File: config.mk
export PLATFORM = sky130hd
export DESIGN_NAME = mbec_cell
export DESIGN_NICKNAME = d
export VERILOG_FILES = /design/src/mbec_pkg.sv /design/src/mbec_cell.sv
export SDC_FILE = /design/constraint.sdc
export NUM_CORES = 2
export LEC_CHECK = 0
export ABC_AREA = 1
export BUFFER_PORTS_ARGS = -buffer_cell sky130_fd_sc_hd__buf_2
export CAP_MARGIN = 20
export CORE_ASPECT_RATIO = 1.5
export CORE_MARGIN = 2
export CORE_UTILIZATION = 54
export DETAILED_ROUTE_END_ITERATION = 10
export GPL_TIMING_DRIVEN = 1
export PLACE_DENSITY_LB_ADDON = 0.25
export SYNTH_ARGS = -nofsm -noshare
export SYNTH_HDL_FRONTEND = slang
export SYNTH_SLANG_ARGS = --single-unit
File: constraint.sdc
create_clock -name clk -period 3.9 [get_ports clk]
set_input_delay 0.195 -clock clk [delete_from_list [all_inputs] [get_ports clk]]
set_output_delay 0.195 -clock clk [all_outputs]
set_load 0.02 [all_outputs]
File: src/mbec_pkg.sv
// package: shared types and constants for the environment contraction block
`default_nettype none
package mbec_pkg;
	localparam int OUT_FRAC = 14;
	localparam int ACC_W = 64;

	typedef enum logic [1:0] {
		OP_SITE  = 2'd0,
		OP_ENV   = 2'd1,
		OP_START = 2'd2,
		OP_NONE  = 2'd3
	} op_t;

	typedef enum logic [1:0] {
		REG_LEFT  = 2'd0,
		REG_RIGHT = 2'd1,
		REG_DIR   = 2'd2,
		REG_NONE  = 2'd3
	} reg_t;

	typedef enum logic [1:0] {
		ST_IDLE  = 2'd0,
		ST_READ  = 2'd1,
		ST_DRAIN = 2'd2
	} state_t;

	// control carried alongside a term down the cell chain
	typedef struct packed {
		logic valid;
		logic first;
		logic final_term;
		logic last;
		logic [2:0] row;
		logic [2:0] col;
	} tag_t;
endpackage
`default_nettype wire

File: src/mbec_cell.sv
// cell: one complex multiply stage of the term chain
`default_nettype none
module mbec_cell #(
	parameter int AW = 16,
	parameter int BW = 16,
	parameter int PW = 33,
	parameter logic CONJ_B = 1'b0
) (
	input  wire logic clk,
	input  wire logic arst_n,
	input  wire mbec_pkg::tag_t tag_in,
	input  wire logic signed [AW-1:0] a_re,
	input  wire logic signed [AW-1:0] a_im,
	input  wire logic signed [BW-1:0] b_re,
	input  wire logic signed [BW-1:0] b_im,
	output mbec_pkg::tag_t tag_out,
	output logic signed [PW-1:0] p_re,
	output logic signed [PW-1:0] p_im
);
	logic signed [AW+BW-1:0] rr_s1, ii_s1, ri_s1, ir_s1;
	mbec_pkg::tag_t tag_s1;

	always_ff @(posedge clk or negedge arst_n) begin
		if (!arst_n) begin
			tag_s1 <= '0;
			tag_out <= '0;
		end else begin
			tag_s1 <= tag_in;
			tag_out <= tag_s1;
		end
	end

	// partial products registered, then combined
	always_ff @(posedge clk) begin
		rr_s1 <= a_re * b_re;
		ii_s1 <= a_im * b_im;
		ri_s1 <= a_re * b_im;
		ir_s1 <= a_im * b_re;
		if (CONJ_B) begin
			p_re <= PW'(rr_s1) + PW'(ii_s1);
			p_im <= PW'(ir_s1) - PW'(ri_s1);
		end else begin
			p_re <= PW'(rr_s1) - PW'(ii_s1);
			p_im <= PW'(ri_s1) + PW'(ir_s1);
		end
	end
endmodule
`default_nettype wire

; ---- Yosys cells after proc, flatten, opt, wreduce, memory -nomap -nowiden
; Cells that the tools add are included.
[op_classes]
addsub = 2
multipliers = 4
[op_table]
columns = operator, count
row1 = multiplier 16 x 16 -> 32 bit, 4
row2 = adder 32 x 32 -> 33 bit, 1
row3 = subtractor 32 x 32 -> 33 bit, 1
[totals]
reg_bits = 214
input_bits = 76
out_inout_bits = 76
word_cells = 24

; ---- Logic depth before layout (Yosys ltp)
[logic_depth]
depth_word = 1
ltp_mapped = 27
depth_no_buf = 26

; ---- Least setup slack after synthesis
; OpenSTA, ideal clock, no wires.
[synth_timing]
kind = input-to-reg
startpoint = input a_re[15]
endpoint = register rr_s1[31]
setup_time_ns = 0.112
arrival_ns = 5.107
required_ns = 3.788
path_slack_ns = -1.319
cell_stages = 22
path_buffers = 1
path_cell_list = clkbuf_1 -> nand2_1 -> inv_1 -> fa_1 -> fa_1 -> fa_1 -> fa_1 -> fa_1 -> inv_1 -> fa_1 -> inv_1 -> ha_1 -> nand2_1 -> nor2_1 -> inv_1 -> nor2_2 -> and2_1 -> nand2_1 -> inv_1 -> nor2_1 -> nand2_1 -> nand2_1
[synth_via]
elab_chain_cells = 1
[synth_lines]
columns = item, line_no
row1 = from (decl), mbec_cell.sv:12  ; input wire logic signed [AW-1:0] a_re,
row2 = multiplier 16 x 16 -> 32 bit, mbec_cell.sv:35  ; rr_s1 <= a_re * b_re;
row3 = to (signal assigned), mbec_cell.sv:35
row4 = to (decl), mbec_cell.sv:20  ; logic signed [AW+BW-1:0] rr_s1, ii_s1, ri_s1, ir_s1;
; No other way between the ends.

; ---- Final worst setup path
[layout_timing]
startpoint = input a_re[15]
endpoint = register ri_s1[28]
[layout_via]
elab_chain_cells = 1
[layout_lines]
columns = item, line_no
row1 = multiplier 16 x 16 -> 32 bit, mbec_cell.sv:37  ; ri_s1 <= a_re * b_im;
row2 = to (signal assigned), mbec_cell.sv:37
row3 = to (decl), mbec_cell.sv:20
; No other way between the ends.

==> flow_summary_export.csv <==
group,metric,value,unit
yosys,syn_avg_cell_area,7.42,um^2
setup_path,slowest_stage,"fa_2",
clock_tree,cts.sink_count,214,
floorplanning,die_area,99600,um^2
detailed_routing,wl,170,mm
sta,finalHoldViolCount,0,
placed_design,post-dp-hpwl,131,mm
placed_design,numPortBuffers,151,
worst_hold_path,hold_class,"input port to async pin",
placed_design,pre_cts_slack,-1.66,ns
yosys,ys_seq_elements,214,
layout,drive_gt1_share,26.9,%
sta,maxClockFrequency,0.210,GHz
global_route,grt_antenna_before_repair,4,
global_route,grt_pass1_wl,265,mm
global_route,grt_pass1_vias,51300,
setup_path,endpoint_kind,"flop",
yosys,post-synth-top-count-cell,"inv_1",
floorplanning,start_util,54.6,%
layout,postLayoutCoreUtil,72.0,%
clock_tree,clock-root-buffer,"clkbuf_16",
sta,final-setup-viol-count,94,
floorplanning,num_io_pins,152,
detailed_routing,wl_per_cell,18.4,um
yosys,syn_inst,7060,
global_route,grt_max_degree,28,
sta,maxSlewViolCount,0,
floorplanning,rows,139,
sta,grt_setup_unrepaired,"true",
sta,fin_crit_sh,122,%
clock_tree,clk_pin_slew,0.07,ns
global_route,grt-ovfl-total,0,
setup_path,startpoint_type,"input port",
yosys,netlist_top_cells_count,"inv_1, nand2_1, fa_1, ha_1, nor2_1",
sta,relSlewSlack,70.6,%
detailed_routing,viasPerCell,5.16,
floorplanning,die_w,258,um
layout,fillCellCount,7247,
setup_path,required,4.34,ns
setup_path,critPathMostFrequentCell,"fa_1",
sta,setup_tns,-53.79,ns
yosys,synth-edff-count,0,
setup_path,cpPeakStageDelay,0.61,ns
clock_tree,cts_buffers,23,
sta,fin_crit,4.76,ns
yosys,seq_area_frac_synth,8.37,%
floorplanning,core,96000,um^2
sta,setup_slack,-0.863,ns
sta,worst-slew-pin-transition,0.440,ns
detailed_routing,drc,0,
layout,num-nets-final,9431,
global_route,grt_use_total,34.5,%
yosys,synth_warnings,0,
yosys,synth_area,52400,um^2
setup_path,criticalPathCategory,"input port to flop",
status,status,"complete, but fails checks",
detailed_routing,drtIter0Drc,3142,
clock_tree,cts_tree,"built",
sta,fin_skew,0.0330,ns
floorplanning,die_h,385,um
detailed_routing,num_vias,47500,
clock_tree,clk_latency,0.58,ns
run,cap_viol_max_count,0,
yosys,synthTopCellsByArea,"fa_1, inv_1, nand2_1",
clock_tree,htreeDepth,1,
sta,hold-worst-slack,0.0854,ns
layout,area_delta_synth_final,31.9,%
yosys,yosysTopAreaCell,"fa_1",
placed_design,place_congestion,0.964,
clock_tree,cts_max_path_buffers,3,
status,violations,"setup timing",
yosys,synth_ff_type,"dfxtp_1",
yosys,synth_top_area_share,40.1,%
yosys,synth_fp_nets,8578,
yosys,synth_cell_types,33,
detailed_routing,firstDrtPassIters,6,
setup_path,crit_arrival,5.20,ns
setup_path,path_cells,"buf_12, buf_12, nand2_2, fa_1, inv_1, fa_2, buf_12, fa_1, fa_1, fa_1, inv_1, fa_1, inv_2, ha_4, buf_6, nand2_4, nor2_4, nand2_2, nor3_2, nand2_1, nand4_1, nand2_2",
detailed_routing,antenna_left,0,
yosys,ys_async_sr_fraction,9.35,%
setup_path,worstPathMaxFanout,7,
==> cell families (layout without fill, tap and decap cells) <==
logic type / Yosys count / count (layout) / synth area share [%]
XOR/XNOR: 113 / 113 / 1.89
buffers and inverters: 2346 / 3216 / 16.8
flip-flops: 214 / 214 / 8.37
AO/OA/AOI/OAI: 226 / 226 / 2.38
adder cells (fa/ha/maj): 1442 / 1442 / 49.5
AND/OR/NAND/NOR: 2719 / 2719 / 21.1
other: 0 / 1 / 0
==> routing by layer <==
metal	global-route usage, %	vias up	share of wire [%]
li1	-	21700	-
met1	38.9	23100	35
met2	61.2	1972	50
met3	5.95	689	8.1
met4	20.6	4	7.1
met5	0	-	0.016
==> timing repair <==
action / CTS / global route
endpoints found under the hold margin: 30 / 0
cloned: 25 / 4
hold buffers: 11 / 0
setup endpoints to repair: 96 / 96
pin swaps: 486 / 267
buffers inserted: 144 / 30
resized for setup: 809 / 289
==> final timing paths <==
check | startpoint | end | slack (ns) | cells past startpoint
hold reg to reg | tag_s1[5] | tag_out[5] | 0.35 | 0
max in group asynchronous | arst_n | tag_out[9] | 3.51 | 2
setup reg to reg | ir_s1[0] | p_im[28] | 1.63 | 13
hold / removal | arst_n | tag_s1[2] | 0.09 | 2
min in group clk | b_im[0] | ii_s1[0] | 0.26 | 4
setup / recovery | a_re[15] | ri_s1[28] | -0.86 | 22
==> cell type report <==
type	instances	area [um^2]	share of cell area [%]
Multi-Input combinational cell	4500	44000	63.7
Timing Repair Buffer	1019	10100	14.7
Inverter	2154	8170	11.8
Sequential cell	214	4380	6.34
Tap cell	1269	1590	2.30
Clock buffer	29	648	0.938
Clock inverter	13	135	0.196
Timing Repair inverter	1	8.76	0.0127
Antenna cell	1	2.50	0.00362
==> through the flow <==
step	std cells	cell area, um^2
global route	9199	69100
global placement	8950	62100
CTS	9170	67900
detailed placement	8950	62100
floorplan	7060	56000
finish	9200	69100
==> cells in the final DEF, fill, tap and decap left out, drive strengths merged, types with 2 or more instances in the layout <==
| master | n |
|---|---|
| nand3b | 15 |
| a21oi | 137 |
| bufbuf | 5 |
| nand3 | 202 |
| clkinvlp | 3 |
| nor3 | 47 |
| nor4 | 8 |
| fa | 1050 |
| clkbuf | 32 |
| o21ai | 42 |
| xor2 | 99 |
| nand2 | 2098 |
| a31oi | 4 |
| dfxtp | 194 |
| dfrtp | 20 |
| dlygate4sd3 | 11 |
| and2 | 6 |
| nand4 | 55 |
| nor2 | 286 |
| a21o | 5 |
| ha | 392 |
| clkinv | 7 |
| xnor2 | 14 |
| o21a | 2 |
| buf | 1000 |
| or2 | 2 |
| o21bai | 35 |
| inv | 2157 |
==> sequential cells by signal, indices dropped and copies added, names as in the netlist <==
name / cells
ii_s1: 32
tag_out: 10
p_im: 33
rr_s1: 32
tag_s1: 10
p_re: 33
ri_s1: 32
ir_s1: 32
==> worst max-delay path: cells and delay by family <==
family / cells / cell delay, ns
buffers and inverters: 7 / 0.72
and+or+nand+nor: 8 / 0.84
adders and majority gates: 7 / 3.42
Power is left out: the tool's default activity adds up to more than one toggle a clock period on the data nets, which glitch-free logic cannot reach.
