### config.mk
export PLATFORM = sky130hd
export DESIGN_NAME = mbec_acc
export DESIGN_NICKNAME = d
export VERILOG_FILES = /design/src/mbec_pkg.sv /design/src/mbec_acc.sv
export SDC_FILE = /design/constraint.sdc
export NUM_CORES = 1
export LEC_CHECK = 0
export ABC_AREA = 1
export BUFFER_PORTS_ARGS = -buffer_cell sky130_fd_sc_hd__buf_4
export CAP_MARGIN = 5
export CELL_PAD_IN_SITES_DETAIL_PLACEMENT = 1
export CELL_PAD_IN_SITES_GLOBAL_PLACEMENT = 1
export CORE_MARGIN = 2
export CORE_UTILIZATION = 30
export DETAILED_ROUTE_END_ITERATION = 10
export PLACE_DENSITY = 0.61
export RECOVER_POWER = 100
export SYNTH_ARGS = -nofsm -noshare
export SYNTH_HDL_FRONTEND = slang
export SYNTH_SLANG_ARGS = --single-unit
export TNS_END_PERCENT = 5
### constraint.sdc
create_clock -name clk -period 4.5 [get_ports clk]
set_input_delay 0.675 -clock clk [delete_from_list [all_inputs] [get_ports clk]]
set_output_delay 0.675 -clock clk [all_outputs]
set_load 0.02 [all_outputs]
### src/mbec_pkg.sv
// package: shared types and constants for the environment contraction block
`default_nettype none
package mbec_pkg;
	localparam int OUT_FRAC = 14;
	localparam int ACC_W = 64;

	typedef enum logic [1:0] {
		OP_SITE  = 2'd0,
		OP_ENV   = 2'd1,
		OP_START = 2'd2,
		OP_NONE  = 2'd3
	} op_t;

	typedef enum logic [1:0] {
		REG_LEFT  = 2'd0,
		REG_RIGHT = 2'd1,
		REG_DIR   = 2'd2,
		REG_NONE  = 2'd3
	} reg_t;

	typedef enum logic [1:0] {
		ST_IDLE  = 2'd0,
		ST_READ  = 2'd1,
		ST_DRAIN = 2'd2
	} state_t;

	// control carried alongside a term down the cell chain
	typedef struct packed {
		logic valid;
		logic first;
		logic final_term;
		logic last;
		logic [2:0] row;
		logic [2:0] col;
	} tag_t;
endpackage
`default_nettype wire

### src/mbec_acc.sv
// accumulator and output rescale with saturation
`default_nettype none
module mbec_acc #(
	parameter int PW = 50,
	parameter int SHIFT = 28
) (
	input  wire logic clk,
	input  wire logic arst_n,
	input  wire mbec_pkg::tag_t tag_in,
	input  wire logic signed [PW-1:0] t_re,
	input  wire logic signed [PW-1:0] t_im,
	output logic done,
	output logic [2:0] out_row,
	output logic [2:0] out_col,
	output logic signed [31:0] out_re,
	output logic signed [31:0] out_im,
	output logic last
);
	localparam int W = mbec_pkg::ACC_W;
	logic signed [W-1:0] acc_re_q, acc_im_q, nre, nim;

	function automatic logic signed [31:0] resc(input logic signed [W-1:0] v);
		logic signed [W-1:0] r;
		r = (v + (W'(1) <<< (SHIFT-1))) >>> SHIFT;
		if (r > W'(64'sh7fffffff)) return 32'sh7fffffff;
		else if (r < -W'(64'sh80000000)) return 32'sh80000000;
		else return r[31:0];
	endfunction

	always_comb begin
		nre = (tag_in.first ? '0 : acc_re_q) + W'(t_re);
		nim = (tag_in.first ? '0 : acc_im_q) + W'(t_im);
	end

	always_ff @(posedge clk or negedge arst_n) begin
		if (!arst_n) begin
			done <= 1'b0;
			last <= 1'b0;
		end else begin
			done <= tag_in.valid && tag_in.final_term;
			last <= tag_in.valid && tag_in.final_term && tag_in.last;
		end
	end

	always_ff @(posedge clk) begin
		if (tag_in.valid) begin
			acc_re_q <= nre;
			acc_im_q <= nim;
		end
		if (tag_in.valid && tag_in.final_term) begin
			out_re <= resc(nre);
			out_im <= resc(nim);
			out_row <= tag_in.row;
			out_col <= tag_in.col;
		end
	end
endmodule
`default_nettype wire

### Word-level counts from Yosys, hierarchy flattened

Cells that the tools add are included.

| cells by class | value |
|---|---|
| $add $sub $neg | 4 |
| $lt $le $gt $ge | 4 |
| mux-type cells | 4 |
| reductions and logical operators | 2 |

Operators with widths:

| operator | number |
|---|---|
| $add A64 B29 Y64 const B | 2 |
| $add A64 B64 Y64 | 2 |
| $mux W64 | 2 |
| $gt A36 B32 Y1 const B | 2 |
| $lt A36 B32 Y1 const B | 2 |
| $mux W32 | 2 |
| $logic_and A1 B1 Y1 | 2 |

| word-level totals | value |
|---|---|
| bits in registers | 200 |
| bits of input ports | 112 |
| output and inout port bits | 72 |
| logic and storage cells | 22 |

### Longest topological paths before layout

Gate-level depths: netlist of the first run.

| depth | value |
|---|---|
| word-level depth | 5 |
| depth in mapped cells | 32 |
| mapped depth without buffers | 29 |

### Least setup slack after synthesis of the first run

Ideal clock, no wire load.

| timing path | value |
|---|---|
| path kind | in2reg |
| from | in tag_in[8] (netlist name) |
| to | reg out_im[24], data pin |
| library setup time | 0.253 ns |
| arrival time | 4.260 ns |
| data required time | 4.247 ns |
| slack | -0.014 ns |
| stages | 30 |
| path buffers | 4 |
| path through | clkbuf_1 clkbuf_1 buf_1 nor2_1 ha_1 fa_1 nand2_1 a21oi_2 nand3_1 nand3_1 nand2_1 nand2_1 nand2_1 nand2_1 inv_1 ha_1 inv_1 nor3_2 nand2_1 nor2_2 nand2_1 nand2_1 nand2_1 inv_2 nor2_1 nand2_1 nand2_4 buf_8 nand2_2 nand2_1 |

| on the way | value |
|---|---|
| word-level cells in the longest chain between the ends | 5 |
| elaborated cells between the ends (all ways) | 6 |
| those cells by class | add/sub (2); order compare (2); mux (2) |

RTL lines:

| item | line | text |
|---|---|---|
| from (decl) | mbec_acc.sv:9 | `input wire mbec_pkg::tag_t tag_in,` |
| $mux W64 * | mbec_acc.sv:32 | `nim = (tag_in.first ? '0 : acc_im_q) + W'(t_im);` |
| $add A64 B64 Y64 * | mbec_acc.sv:32 |  |
| net nim[28] | mbec_acc.sv:20 | `logic signed [W-1:0] acc_re_q, acc_im_q, nre, nim;` |
| $add A64 B29 Y64 * | mbec_acc.sv:24 | `r = (v + (W'(1) <<< (SHIFT-1))) >>> SHIFT;` |
| $lt A36 B32 Y1 | mbec_acc.sv:26 | `else if (r < -W'(64'sh80000000)) return 32'sh80000000;` |
| $mux W32 | mbec_acc.sv:26 |  |
| to (signal assigned) | mbec_acc.sv:52 | `out_im <= resc(nim);` |
| to (decl) | mbec_acc.sv:16 | `output logic signed [31:0] out_im,` |

The timed path passes the listed nets; every way through them passes the cells marked *.
A chain may end at the register's enable or synchronous reset.

### Final worst setup path of the first run

| timing path | value |
|---|---|
| from | in tag_in[8] (netlist name) |
| to | reg out_re[9], data pin |

| on the way | value |
|---|---|
| word-level cells in the longest chain between the ends | 5 |
| elaborated cells between the ends (all ways) | 6 |
| those cells by class | add/sub (2); order compare (2); mux (2) |

RTL lines:

| item | line | text |
|---|---|---|
| $mux W64 * | mbec_acc.sv:31 | `nre = (tag_in.first ? '0 : acc_re_q) + W'(t_re);` |
| $add A64 B64 Y64 * | mbec_acc.sv:31 |  |
| net nre[30] | mbec_acc.sv:20 |  |
| $add A64 B29 Y64 * | mbec_acc.sv:24 |  |
| $lt A36 B32 Y1 | mbec_acc.sv:26 |  |
| $mux W32 | mbec_acc.sv:26 |  |
| to (signal assigned) | mbec_acc.sv:51 | `out_re <= resc(nre);` |
| to (decl) | mbec_acc.sv:15 | `output logic signed [31:0] out_re,` |

Marked as above.

==> results of run 1 <==
[metal layers]
layer  vias to the layer above  global-route usage (%)
met2                       329                    39.4
met5                         -                       0
met1                     11100                    34.3
li1                      12300                       -
met3                        54                    2.58
met4                         0                    4.24
[synthesized netlist by cell type, types with 5 or more instances]
cell type  count
a21oi_1       92
and2_1         5
clkbuf_1      11
clkinv_1      15
edfxtp_1     198
ha_1         128
inv_1        779
inv_2         70
nand2_1     1354
nand2_2      112
nand2_4       10
nand3_1      143
nand3_2       17
nand3b_1      13
nand4_1       34
nor2_1       346
nor2_2        57
nor2_4        21
nor3_1        26
nor3_2         7
o21ai_0       20
o21bai_1       9
xnor2_1       12
xor2_1       101
[cell type report]
class,count,area (um^2)
multi-input cells,2534,12600
well taps,959,1200
repair buffers,733,5280
clock buffers,17,425
fillers,9804,44000
clock inverters,15,224
inverters,864,3240
flip-flops and latches,200,6000
[stage by stage]
step | cells | hold WS [ns] | cell area, um^2 | power (uW) | worst slack, ns
after CTS | 5321 | 0.284 | 29400 | 9840 | 0.0726
after detailed placement | 5288 | 0.459 | 28800 | 8000 | -0.484
final | 5322 | 0.347 | 29000 | 9600 | 0.274
after floorplan | 3624 | 0.379 | 22100 | 5490 | 0.0860
after global placement | 5288 | 0.458 | 28800 | 7900 | -0.343
after global routing | 5322 | 0.319 | 29000 | 10300 | -0.0431
[sequential cells by signal, summed over array words and instances (netlist names)]
| register | flops |
|---|---|
| acc_im_q | 64 |
| acc_re_q | 64 |
| out_im | 32 |
| out_re | 32 |
| out_col | 3 |
| out_row | 3 |
| done | 1 |
| last | 1 |
[report_power, final]
group          total, uW  switching (uW)  internal, uW  leakage [uW]
Sequential          2620            93.8          2530       0.00193
Combinational       5180            3190          1980        0.0140
Clock               1800            1010           786      0.000309
[repair_timing]
action / in CTS / in global routing
resized for setup: 0 / 16
hold buffers: 1 / 0
setup buffers: 0 / 0
endpoints found under the setup margin: 0 / 38
hold endpoints to repair: 2 / 0
[worst max-delay path by stage]
| stage | end | slack, ns |
|---|---|---|
| after floorplan | out_im[24] | 0.09 |
| after global placement | out_re[1] | -0.34 |
| after detailed placement | out_re[9] | -0.48 |
| after CTS | out_re[9] | 0.07 |
| after global routing | out_re[16] | -0.04 |
| final | out_re[9] | 0.27 |
[kinds of logic after synthesis]
| kind of cell | after synthesis | synth area share, % |
|---|---|---|
| flip-flops | 200 | 27.1 |
| AND/OR/NAND/NOR | 2156 | 42.1 |
| buffers and inverters | 890 | 15.5 |
| AO/OA/AOI/OAI | 133 | 3.25 |
| adder cells (fa/ha/maj) | 130 | 7.42 |
| XOR/XNOR | 115 | 4.67 |
==> impl_metrics.csv, run 1 <==
group,metric,value,unit
run_status,status,"finished, violations left",
run_status,violations,"max-capacitance violations, max-slew violations",
sta,worst_pin_slew,2.04,ns
setup_path,crit_fanout,31,
synthesis,synth_edf_count,198,
detailed_routing,wl_met2,40.7,mm
sta,worst_clock_skew,0.0303,ns
setup_path,startpoint,"tag_in[8]",
setup_path,ff2ff_setup_slack,0.46,ns
floorplan,io_pins,184,
synthesis,synthDistinctLibCells,47,
floorplan,initial_core_util,30.3,%
detailed_routing,finalWirelength,90.6,mm
setup_path,crit_top_cell,"nand2_1",
setup_path,reg2reg_depth,24,
synthesis,seq_area_frac_synth,27.1,%
cells_and_area,nNetsFinal,4592,
setup_path,cp.arrival,4.49,ns
detailed_routing,drt_iter0_drc,1232,
synthesis,ys_warn_count,0,
clock_network,cts_tree,"done",
setup_path,end_kind,"register",
placement,place_hpwl,78.2,mm
setup_path,slowest_delay,0.38,ns
cells_and_area,drive_gt1_share,21.4,%
pwr,p_per_area,331,nW/um^2
global_routing,antenna_found_initial,3,
worst_hold_path,hp-class,"input pin to register",
detailed_routing,drt-pass1-iter-count,5,
detailed_routing,vias,23700,
setup_path,timing.rr.start,"acc_im_q[0]",
sta,timing.fmax,237,MHz
synthesis,synth-seq-cells,200,
detailed_routing,wl_met1,45.6,mm
setup_path,r2r-end,"out_im[26]",
sta,fin_setup_tns,0,ns
floorplan,die_h,276,um
synthesis,synthArstFlopShare,1.00,%
sta,finalSetupViolCount,0,
detailed_routing,drc,0,
cells_and_area,final_common_cell,"nand2_1",
placement,numPortBuffers,183,
floorplan,rows,99,
placement,place_congestion,0.909,
floorplan,die_x,276,um
setup_path,cp_num_buf_inv,6,
synthesis,syn_nets,3866,
detailed_routing,highest_layer,"met4",
setup_path,cp-start-kind,"input pin",
clock_network,htree_levels,4,
synthesis,synth_area_leaders,"edfxtp_1 27%, nand2_1 23%, inv_1 13%, ha_1 7.2%, nor2_1 5.9%",
setup_path,critical_path_class,"input pin to register",
sta,fin_crit_sh,93.9,%
synthesis,synth_flop_cell,"edfxtp_1",
detailed_routing,wl_met3,3.04,mm
detailed_routing,ant_nets,0,
pwr,peakVddDrop,0.252,mV
global_routing,grt_pass1_wl,139,mm
detailed_routing,wl_per_cell,17.0,um
synthesis,avgSynthCellArea,6.11,um^2
flow_run,max_cap_violations,3,
setup_path,crit_family,"simple AND/OR/NAND/NOR gates",
sta,relSlewSlack,-36.1,%
cells_and_area,postLayoutCoreUtil,39.7,%
setup_path,cp.depth,26,
floorplan,die-area,76000,um^2
synthesis,synthCells,3624,
clock_network,cts_buffers,17,
sta,hold_viol_final,0,
cells_and_area,layout_common_cells,"1,392 x nand2_1, 780 x inv_1, 602 x buf_4, 345 x nor2_1, 198 x edfxtp_1",
synthesis,netlist_area,22100,um^2
sta,maxSlewViolCount,133,
floorplan,core,73000,um^2
global_routing,globalRouteOverflowTotal,0,
setup_path,crit_required,4.77,ns
pwr,leakagePower,0.0162,uW
clock_network,clock_path_buffers,2,
setup_path,critical-path-slowest-cell,"fa_1",
worst_hold_path,hp-start,"tag_in[1]",
worst_hold_path,holdPathEnd,"out_col[1]",
global_routing,grt_pass1_vias,24200,
global_routing,grt_usage,24.1,%
clock_network,cts_sinks,200,
clock_network,cts_root_buf,"clkbuf_16",
detailed_routing,vias_per_cell,4.46,
clock_network,clock_latency,0.52,ns
synthesis,netlist.area_leader.share,26.9,%
sta,final.min_clock_period,4.23,ns
global_routing,grt_start_max_net_pins,60,
worst_hold_path,min_path_cells,1,
clock_network,clk_pin_slew,0.10,ns
synthesis,synth_top_cell_by_area,"edfxtp_1",
cells_and_area,area_growth,30.9,%
cells_and_area,n_antenna_cell,0,
Note: power is estimated with default switching activity, not from simulation.
==> run 2: changes to the inputs <==
--- a/config.mk
+++ b/config.mk
@@ -8,12 +8,10 @@
 export ABC_AREA = 1
 export BUFFER_PORTS_ARGS = -buffer_cell sky130_fd_sc_hd__buf_4
 export CAP_MARGIN = 5
-export CELL_PAD_IN_SITES_DETAIL_PLACEMENT = 1
-export CELL_PAD_IN_SITES_GLOBAL_PLACEMENT = 1
 export CORE_MARGIN = 2
 export CORE_UTILIZATION = 30
 export DETAILED_ROUTE_END_ITERATION = 10
-export PLACE_DENSITY = 0.61
+export PLACE_DENSITY = 0.47
 export RECOVER_POWER = 100
 export SYNTH_ARGS = -nofsm -noshare
 export SYNTH_HDL_FRONTEND = slang
==> impl_metrics.csv, run 2 (synthesis results as in run 1) <==
group,metric,value,unit
sta,grt_setup_unrepaired,"false",
placement,placed_cell_area,26700,um^2
sta,maxSlewViolCount,59,
setup_path,cp.arrival,4.48,ns
floorplan,core,73000,um^2
cells_and_area,drive_gt1_share,15.4,%
clock_network,htree_levels,4,
cells_and_area,seq_area,6000,um^2
cells_and_area,n_antenna_cell,0,
cells_and_area,n_fill_cell,8173,
pwr,p_per_area,331,nW/um^2
sta,timing.fmax,237,MHz
placement,place_congestion,0.923,
cells_and_area,nNetsFinal,4311,
placement,place_hpwl,66.8,mm
floorplan,rows,99,
placement,dp_cells,5008,
cells_and_area,layoutNonFillerInstCount,5041,
setup_path,crit_required,4.77,ns
detailed_routing,drt_iter0_drc,1492,
detailed_routing,finalWirelength,77.8,mm
pwr,leakagePower,0.0149,uW
clock_network,cts_root_buf,"clkbuf_16",
sta,final.min_clock_period,4.22,ns
run_status,status,"finished, violations left",
floorplan,die_x,276,um
sta,worst_pin_slew,1.64,ns
cells_and_area,stdcell_area,26700,um^2
cells_and_area,area_growth,20.7,%
floorplan,initial_core_util,30.3,%
detailed_routing,vias_per_cell,4.35,
setup_path,ff2ff_setup_slack,0.28,ns
cells_and_area,final_common_cell,"nand2_1",
worst_hold_path,hp-start,"tag_in[0]",
detailed_routing,wl_per_cell,15.4,um
global_routing,grt_pass1_vias,21400,
detailed_routing,vias,21900,
pwr,finalPower,8840,uW
floorplan,io_pins,184,
setup_path,crit_fanout,9,
setup_path,reg2reg_depth,21,
sta,worst_clock_skew,0.0169,ns
setup_path,r2r-end,"out_im[25]",
global_routing,grt_usage,20.9,%
worst_hold_path,min_path_cells,1,
flow_run,max_cap_violations,2,
global_routing,grt_pass1_wl,120,mm
clock_network,clock_latency,0.51,ns
setup_path,critical_path_class,"register to register",
floorplan,die_h,276,um
global_routing,grt_start_max_net_pins,59,
cells_and_area,layout_common_cells,"1,402 x nand2_1, 781 x inv_1, 349 x nor2_1, 326 x buf_4, 198 x edfxtp_1",
setup_path,end_kind,"register",
worst_hold_path,hp-class,"input pin to register",
cells_and_area,reg.largest.list,"acc_im_q: 64 flops, acc_re_q: 64 flops",
detailed_routing,drt-pass1-iter-count,5,
clock_network,cts_buffers,17,
run_status,violations,"max-capacitance violations, max-slew violations",
floorplan,die-area,76000,um^2
global_routing,globalRouteOverflowTotal,0,
detailed_routing,ant_nets,0,
clock_network,clock_path_buffers,2,
detailed_routing,drc,0,
sta,finalSetupViolCount,0,
sta,fin_crit_sh,93.7,%
pwr,peakVddDrop,0.279,mV
global_routing,antenna_found_initial,2,
clock_network,cts_sinks,200,
clock_network,clk_pin_slew,0.09,ns
placement,numPortBuffers,183,
worst_hold_path,holdPathEnd,"out_col[0]",
setup_path,timing.rr.start,"acc_im_q[0]",
setup_path,cp-start-kind,"register",
sta,relSlewSlack,-9.20,%
sta,hold_viol_final,0,
cells_and_area,multi_input_comb_area,12500,um^2
clock_network,cts_tree,"done",
run 2: final cells by class:
type	count	area share (%)
clock buffer	17	1.59
clock inverter	15	0.763
inverter	864	12.1
multi-input combinational	2534	46.8
sequential	200	22.4
tap	959	4.49
timing repair buffer	452	11.8
run 2: report_power, final:
group | total [uW] | leakage, uW | internal [uW] | switching [uW]
clock | 1790 | 0.000308 | 904 | 889
sequential | 2600 | 0.00193 | 2530 | 74.6
combinational | 4450 | 0.0126 | 1570 | 2880
total | 8840 | 0.0149 | 5000 | 3840
run 2: stage by stage:
step                setup WS [ns]  setup TNS, ns  util, %  hold slack (ns)
CTS                         0.314              0     37.4            0.298
global route               0.0108              0     36.6            0.340
global placement           -0.215          -9.43     36.5            0.459
detailed placement         -0.239          -9.50     36.5            0.460
floorplan                  0.0860              0        -            0.379
finish                      0.285              0     36.6            0.371
run 2: metal layers:
metal / vias up / track usage, % / routed length, um / share of wire (%)
met5: - / 0 / 13 / 0.017
met4: 2 / 6.54 / 2020 / 2.6
met3: 82 / 2.47 / 3300 / 4.2
met2: 432 / 35.3 / 36100 / 46
met1: 9677 / 27.7 / 36400 / 47
li1: 11700 / - / - / -
run 2: how the worst max path moves through the flow:
stage | start | end | slack [ns]
3_3_place_gp | tag_in[8] | out_re[1] | -0.21
2_1_floorplan | tag_in[8] | out_im[24] | 0.09
6_report | acc_im_q[0] | out_im[25] | 0.28
3_5_place_dp | tag_in[8] | out_re[7] | -0.24
4_1_cts | tag_in[8] | out_re[7] | 0.31
5_1_grt | acc_im_q[0] | out_im[25] | 0.01
run 2: critical path, stage by stage (launching register included):
cell and delay [ns]:
edfxtp_1 0.36, inv_1 0.11, nor2_1 0.08, ha_1 0.25, fa_1 0.42, nand2_1 0.12, nand2_1 0.08, nand3_1 0.07
nand2_1 0.16, nand2_1 0.17, nand3_1 0.29, nand2_2 0.22, nand3_2 0.14, a21oi_2 0.17, xor2_1 0.28, nand4_1 0.23
nor2_4 0.17, xor2_2 0.25, inv_2 0.05, nand2_2 0.10, clkbuf_4 0.20, nand2_1 0.07
run 2: what timing repair did:
action	4_1_cts	5_1_grt
endpoints found under the hold margin	2	0
gates resized for setup	0	5
hold buffers	1	0
setup endpoints to repair	0	31
setup buffers	0	0
